**src/hdl/cfc_pkg.sv**
```systemverilog
// shared types and constants of the command frame checker
package cfc_pkg;

	// frame header byte, both directions
	localparam logic [7:0] FRAME_HEADER = 8'd128;

	// length bytes of the response frames
	localparam logic [7:0] ERR_LENGTH  = 8'd1;
	localparam logic [7:0] CONF_LENGTH = 8'd2;

	// depth of the verdict queue between parser and emitter
	localparam int VQ_DEPTH = 4;

	// width used for byte position compares (covers index up to 2 + 255)
	localparam int CMP_W = 10;

	// configuration register indexes
	localparam logic [1:0] CFG_SET_FUNC  = 2'd0;
	localparam logic [1:0] CFG_ERR_FUNC  = 2'd1;
	localparam logic [1:0] CFG_CONF_FUNC = 2'd2;

	// byte positions of a response frame
	localparam logic [2:0] BYTE_HDR  = 3'd0;
	localparam logic [2:0] BYTE_LEN  = 3'd1;
	localparam logic [2:0] BYTE_FUNC = 3'd2;
	localparam logic [2:0] BYTE_CMD  = 3'd3;
	localparam logic [2:0] BYTE_SUM  = 3'd4;

	// received byte transaction
	typedef struct packed {
		logic [7:0] rx_byte;
		logic       packet_start;
		logic       packet_end;
	} rx_t;

	// response byte transaction
	typedef struct packed {
		logic [7:0] tx_byte;
		logic       tx_last;
		logic [2:0] decoded_command;
	} tx_t;

	// configuration register contents
	typedef struct packed {
		logic [7:0] set_func;
		logic [7:0] err_func;
		logic [7:0] conf_func;
	} cfg_t;

	// packet verdict handed from parser to emitter
	typedef struct packed {
		logic       ok;
		logic [7:0] cmd;
	} verdict_t;

	// verdict queue handshake and status
	typedef struct packed {
		logic push;
		logic pop;
		logic full;
		logic empty;
	} vq_status_t;

endpackage

```
**src/hdl/cfc_parser.sv**
```systemverilog
// front end: parses received bytes and produces one verdict per packet
module cfc_parser #(
	parameter int MAX_PACKET = 24
) (
	input  logic              clk,
	input  logic              arst_n,
	input  logic              accept,
	input  cfc_pkg::rx_t      rx,
	input  logic [7:0]        set_func,
	output logic              verdict_valid,
	output cfc_pkg::verdict_t verdict
);

	localparam int CW = $clog2(MAX_PACKET + 2);
	localparam logic [CW-1:0] CNT_SAT = CW'(MAX_PACKET + 1);
	localparam int CMP_W_L = cfc_pkg::CMP_W;

	logic          in_pkt_q;
	logic [CW-1:0] count_q;
	logic [7:0]    len_q, sum_q, func_q, cmd_q;
	logic          hdr_ok_q, sum_seen_q, sum_match_q;

	logic          active;
	logic [CW-1:0] cur_count, nxt_count;
	logic [7:0]    cur_len, cur_sum, cur_func, cur_cmd;
	logic          cur_hdr, cur_seen, cur_match;
	logic [7:0]    nxt_len, nxt_sum, nxt_func, nxt_cmd;
	logic          nxt_hdr, nxt_seen, nxt_match;
	logic [CMP_W_L-1:0] idx_w, end_w;

	assign active = accept && (rx.packet_start || in_pkt_q);

	// packet state as seen by this byte (a start byte begins clean)
	always_comb begin
		cur_count = rx.packet_start ? '0 : count_q;
		cur_len   = rx.packet_start ? '0 : len_q;
		cur_sum   = rx.packet_start ? '0 : sum_q;
		cur_func  = rx.packet_start ? '0 : func_q;
		cur_cmd   = rx.packet_start ? '0 : cmd_q;
		cur_hdr   = rx.packet_start ? 1'b0 : hdr_ok_q;
		cur_seen  = rx.packet_start ? 1'b0 : sum_seen_q;
		cur_match = rx.packet_start ? 1'b0 : sum_match_q;
	end

	assign idx_w = CMP_W_L'(cur_count);
	assign end_w = CMP_W_L'(cur_len) + CMP_W_L'(2);

	// field capture by byte position
	always_comb begin
		nxt_len   = cur_len;
		nxt_sum   = cur_sum;
		nxt_func  = cur_func;
		nxt_cmd   = cur_cmd;
		nxt_hdr   = cur_hdr;
		nxt_seen  = cur_seen;
		nxt_match = cur_match;
		if (idx_w == CMP_W_L'(0)) begin
			nxt_hdr = (rx.rx_byte == cfc_pkg::FRAME_HEADER);
		end else if (idx_w == CMP_W_L'(1)) begin
			nxt_len = rx.rx_byte;
		end else if (idx_w < end_w) begin
			nxt_sum = cur_sum + rx.rx_byte;
			if (idx_w == CMP_W_L'(2)) nxt_func = rx.rx_byte;
			if (idx_w == CMP_W_L'(3)) nxt_cmd = rx.rx_byte;
		end else if (idx_w == end_w) begin
			nxt_seen  = 1'b1;
			nxt_match = (rx.rx_byte == cur_sum);
		end
		nxt_count = (cur_count == CNT_SAT) ? cur_count : cur_count + CW'(1);
	end

	// verdict on the last byte of a packet
	assign verdict_valid = active && rx.packet_end;
	assign verdict       = '{
		ok:  nxt_hdr && nxt_seen && nxt_match && (nxt_len >= 8'd2) &&
			(nxt_func == set_func) && (nxt_count != CNT_SAT),
		cmd: nxt_cmd
	};

	// packet tracking state
	always_ff @(posedge clk or negedge arst_n) begin
		if (!arst_n) begin
			in_pkt_q <= 1'b0;
			count_q  <= '0;
		end else if (active) begin
			in_pkt_q <= !rx.packet_end;
			count_q  <= nxt_count;
		end
	end

	// captured packet fields
	always_ff @(posedge clk) begin
		if (active) begin
			len_q       <= nxt_len;
			sum_q       <= nxt_sum;
			func_q      <= nxt_func;
			cmd_q       <= nxt_cmd;
			hdr_ok_q    <= nxt_hdr;
			sum_seen_q  <= nxt_seen;
			sum_match_q <= nxt_match;
		end
	end

endmodule

```
**config.mk**
```make
export PLATFORM = sky130hd
export DESIGN_NAME = cfc_parser
export DESIGN_NICKNAME = d
export VERILOG_FILES = /design/src/hdl/cfc_pkg.sv /design/src/hdl/cfc_parser.sv
export SDC_FILE = /design/constraint.sdc
export NUM_CORES = 1
export LEC_CHECK = 0
export ABC_AREA = 0
export BUFFER_PORTS_ARGS = -buffer_cell sky130_fd_sc_hd__buf_2
export CAP_MARGIN = 20
export CORE_ASPECT_RATIO = 1.1
export CORE_MARGIN = 3
export CORE_UTILIZATION = 25
export DETAILED_ROUTE_END_ITERATION = 16
export PLACE_DENSITY = 0.41
export SETUP_SLACK_MARGIN = 0.1
export SLEW_MARGIN = 40
export SYNTH_ARGS = -nofsm -noshare
export SYNTH_HDL_FRONTEND = slang
export SYNTH_SLANG_ARGS = --single-unit
```
**constraint.sdc**
```tcl
create_clock -name clk -period 9.45 [get_ports clk]
set_clock_uncertainty 0.05 [all_clocks]
set_input_delay 1.89 -clock clk [delete_from_list [all_inputs] [get_ports clk]]
set_output_delay 1.89 -clock clk [all_outputs]
set_load 0.01 [all_outputs]
```
Word-level counts from Yosys, hierarchy flattened
Index checks and enable logic that the tools add are counted.
{"block": "totals", "input_bits": 21, "elab_cells": 64, "n_memories": 0, "mem_bits_rw": 0, "rom_bits": 0, "latchBits": 0, "out_inout_bits": 10, "register_bits": 41}
{"block": "op_classes", "bitwise": 0, "n_eq_ne": 9, "n_shift": 0, "div": 0, "mux": 31, "reduce_logical": 10, "add_sub_neg": 3, "n_lt_le_gt_ge": 2, "n_mul": 0}
{"op": "$mux 8", "count": 17}
{"op": "$eq 8x8->1", "count": 2}
{"op": "$mux 1", "count": 12}
{"op": "$eq 5x2->1 const B", "count": 2}
{"op": "$logic_not 10->1", "count": 1}
{"op": "$mux 5", "count": 2}
{"op": "$add 8x2->9 const B", "count": 1}
{"op": "$eq 5x9->1", "count": 1}
{"op": "$lt 5x9->1", "count": 1}
{"op": "$add 8x8->8", "count": 1}
{"op": "$eq 8x8->1 const B", "count": 1}
{"op": "$ge 8x2->1 const B", "count": 1}
{"op": "$logic_and 1x1->1", "count": 7}
{"op": "$add 5x1->5 const B", "count": 1}
{"op": "$eq 5x1->1 const B", "count": 1}
{"op": "$eq 5x5->1 const B", "count": 1}
{"op": "$ne 5x5->1 const B", "count": 1}
{"op": "$logic_not 1->1", "count": 1}
{"op": "$logic_or 1x1->1", "count": 1}

Depth between registers and ports, before layout
{"block": "logic_depth", "depth_word": 12, "mapped_depth": 15, "ltp_nobuf": 10}

Worst setup path after synthesis
OpenSTA, ideal clock, no wires.
{"block": "synth_timing", "path_kind": "in2out", "from": "input port rx[1] (netlist name)", "to": "output port verdict[8] (netlist name)", "n_path_buf": 4, "path_stages": 12, "t_arrival_ps": 4780, "slack_ps": 2730, "required_time_ps": 7510, "path_cell_list": "buf_2 buf_1 buf_1 clkbuf_1 nor2b_1 ha_1 a211oi_2 o211ai_1 a21oi_2 mux2_4 xor2_1 nor4b_2"}
{"element": "start: declaration", "line": "cfc_parser.sv:8", "text": "input cfc_pkg::rx_t rx,"}
{"element": "end: declaration", "line": "cfc_parser.sv:11", "text": "output cfc_pkg::verdict_t verdict"}

==> out/summary.txt <==
Post-CTS Setup Repair Bufs - 0
H-tree Lvls - 2
Placeable Area - 11500 um2
Drt first pass iters - 4
Seq/Total Area, Yosys - 40.6%
Largest family of logic cells by synthesized area - simple AND/OR/NAND/NOR gates
Layout cells sized above 1 - 18.9%
GRT Total Usage - 12.3%
Height of the die - 120 um
Vias in the first global route - 2367
Placement Setup Slack - 2.36 ns
Mux contribution to synthesized area - 5.03%
CTS resizes - 0
IO Pins - 31
Synth Area in XOR/XNOR - 4.44%
Most used DFF post-synth - edfxtp_1
Fin nets - 365
Antenna violations before repair - 0
Cell Area, Synth - 2960 um2
Type of the tightest min-delay check - register to register
Final wirelength - 7570 um
Total leakage power - 1.38 nW
Layout overhead on the synthesized area - 14.9%
Minimum clock period - 7.01 ns
Clock Pin Slew Worst Setup and Hold Paths - 0.06 ns
Final Hold Fails - 0
Clock root buffer - clkbuf_16
Synth area leaders - edfxtp_1, ha_1, dfrtp_1
Hold Buf Count CTS - 0
Starting Density - 25.7%
Post-DP HPWL - 5410 um
Slowest CP cell - buf_2
Worst Tran Pin Value - 0.767 ns
DR vias - 2291
Post-Synth Simple-Gate Area - 21.8%
Max cap viols - 0
Most frequent CP cell - buf_2
Synth Area in Compound Gates - 16.3%
Pwr Density - 187 nW/um2
Buf+Inv Stages, Crit Path - 4
Setup CP Type - input port to primary output
Post-synth EDFFs - 35
WP data arrival - 5.07 ns
Warnings from Yosys - 0
Setup TNS - 0 ns
RSZ-0062 raised after global routing - no
Non-Filler Instances - 478
Crit share post-route - 74.2%
Startpoint Class - input port
First-pass GRT wire length - 12500 um
Post-Syn Nets - 338
TritonCTS sink count - 41
Mapped Cells - 300
Commonest cells in the netlist - edfxtp_1, nand2_1, inv_1, nor2_1, nor2b_1
Final worst setup slack - 2.44 ns
Initial DRC count - 70
Via density - 4.79
Count of cell types in the netlist - 63
Async SR Flop Fraction - 14.6%
Clock buffer depth - 2
Die X - 110 um
CP delay by family, top - buffers and inverters
Cells after DPL - 470
PortBufs - 30
Pin count of the biggest net entering global routing - 39
Count leader, synth - edfxtp_1
WHS - 0.457 ns
Critical-path cell list - buf_2 -> inv_1 -> buf_4 -> nand2_1 -> ha_1 -> nand3_1 -> o211ai_1 -> a21boi_2 -> and3_1 -> nor3b_1 -> a21o_1 -> buf_2
Critical path's largest stage delay - 0.58 ns
# DRC - 0
Total congestion overflow - 0
Area leader, netlist - edfxtp_1
Crit path capture type - primary output
Num rows - 41
ANT cells - 0
Per-cell routed wire length - 15.8 um
Normalized max-slew margin - 48.9%
Final setup fails - 0
Syn Area/Cell - 9.87 um2
Yosys reg bits - 41
Total power - 637 uW
Top cell type's share of synthesized area - 35.5%
CTS Buf Count - 5
Remaining antenna violation count after routing - 0
Die ar. - 13200 um2
CP Max Fanout - 38
Synth Area in Adders - 7.44%
Fmax - 143 MHz
Fin. max-slew vios - 0
Status - complete, no violations
Insertion delay to the later sink of the worst-skew pair - 0.28 ns
Required time of the critical path - 7.51 ns
GP Congestion - 0.820
CTS tree - yes
VDD IR max - 0.0000683 V
## flip-flops by register name (all words and copies together), names as in the netlist
name / cells
len_q: 8
count_q: 5
sum_match_q: 1
sum_seen_q: 1
sum_q: 8
in_pkt_q: 1
cmd_q: 8
hdr_ok_q: 1
func_q: 8
## layout by cell type, fill, tap and decap left out, types with 8 or more instances in the layout
| cell | n |
|---|---|
| nor3b_1 | 9 |
| nand3_1 | 9 |
| o21ai_1 | 9 |
| inv_1 | 19 |
| nor2_1 | 19 |
| a21oi_1 | 8 |
| buf_2 | 30 |
| xnor2_1 | 9 |
| a21o_1 | 8 |
| ha_1 | 16 |
| nand2_1 | 34 |
| nor2b_1 | 18 |
| edfxtp_1 | 35 |
## through the flow
step	utilization [%]	area, um2
after detailed placement	28.3	3260
after floorplan	-	2960
after global placement	28.2	3260
after global routing	29.5	3400
final	29.5	3400
after CTS	29.5	3400
## path summary, 6_finish.rpt
path	from	end	slack, ns	depth (start not counted)
min	in_pkt_q	in_pkt_q	0.46	2
max	rx[1]	verdict[5]	2.44	12
max in group asynchronous	arst_n	in_pkt_q	7.84	1
min in group asynchronous	arst_n	count_q[1]	1.37	1
max reg2reg	len_q[1]	cmd_q[3]	6.01	10
min reg2reg	in_pkt_q	in_pkt_q	0.46	2
## power breakdown
group	internal [mW]	switching [mW]	total (mW)	leakage, nW
Combinational	0.0900	0.116	0.206	0.888
Sequential	0.236	0.0258	0.262	0.417
Clock	0.0972	0.0716	0.169	0.0706
## logic make-up after synthesis
family,after synthesis
AOI/OAI and AO/OA,65
xor gates and xnor gates,15
adders and majority gates,17
buffers and inverters,32
DFF,41
muxes,13
and+or+nand+nor,117
## metal layers
metal / vias up / track usage [%] / routed length (um)
met5: - / 0 / 0
met3: 11 / 1.88 / 150
met2: 31 / 20.2 / 3630
met1: 1101 / 16.5 / 3660
met4: 0 / 3.59 / 124
li1: 1148 / - / -
## tightest hold or removal path, stage by stage (launching register included)
cell and delay [ns]:
dfrtp_1 0.35, nor2_1 0.05, nor2_1 0.07
## final cells by class
class                   count  area (um2)
repair buffers             32         165
clock buffers               6         129
clock inverters             2        10.0
inverters                  20        75.1
flip-flops and latches     41        1200
fillers                  1245        8140
well taps                 150         188
multi-input cells         227        1640
(Power assumes the default switching activity.)
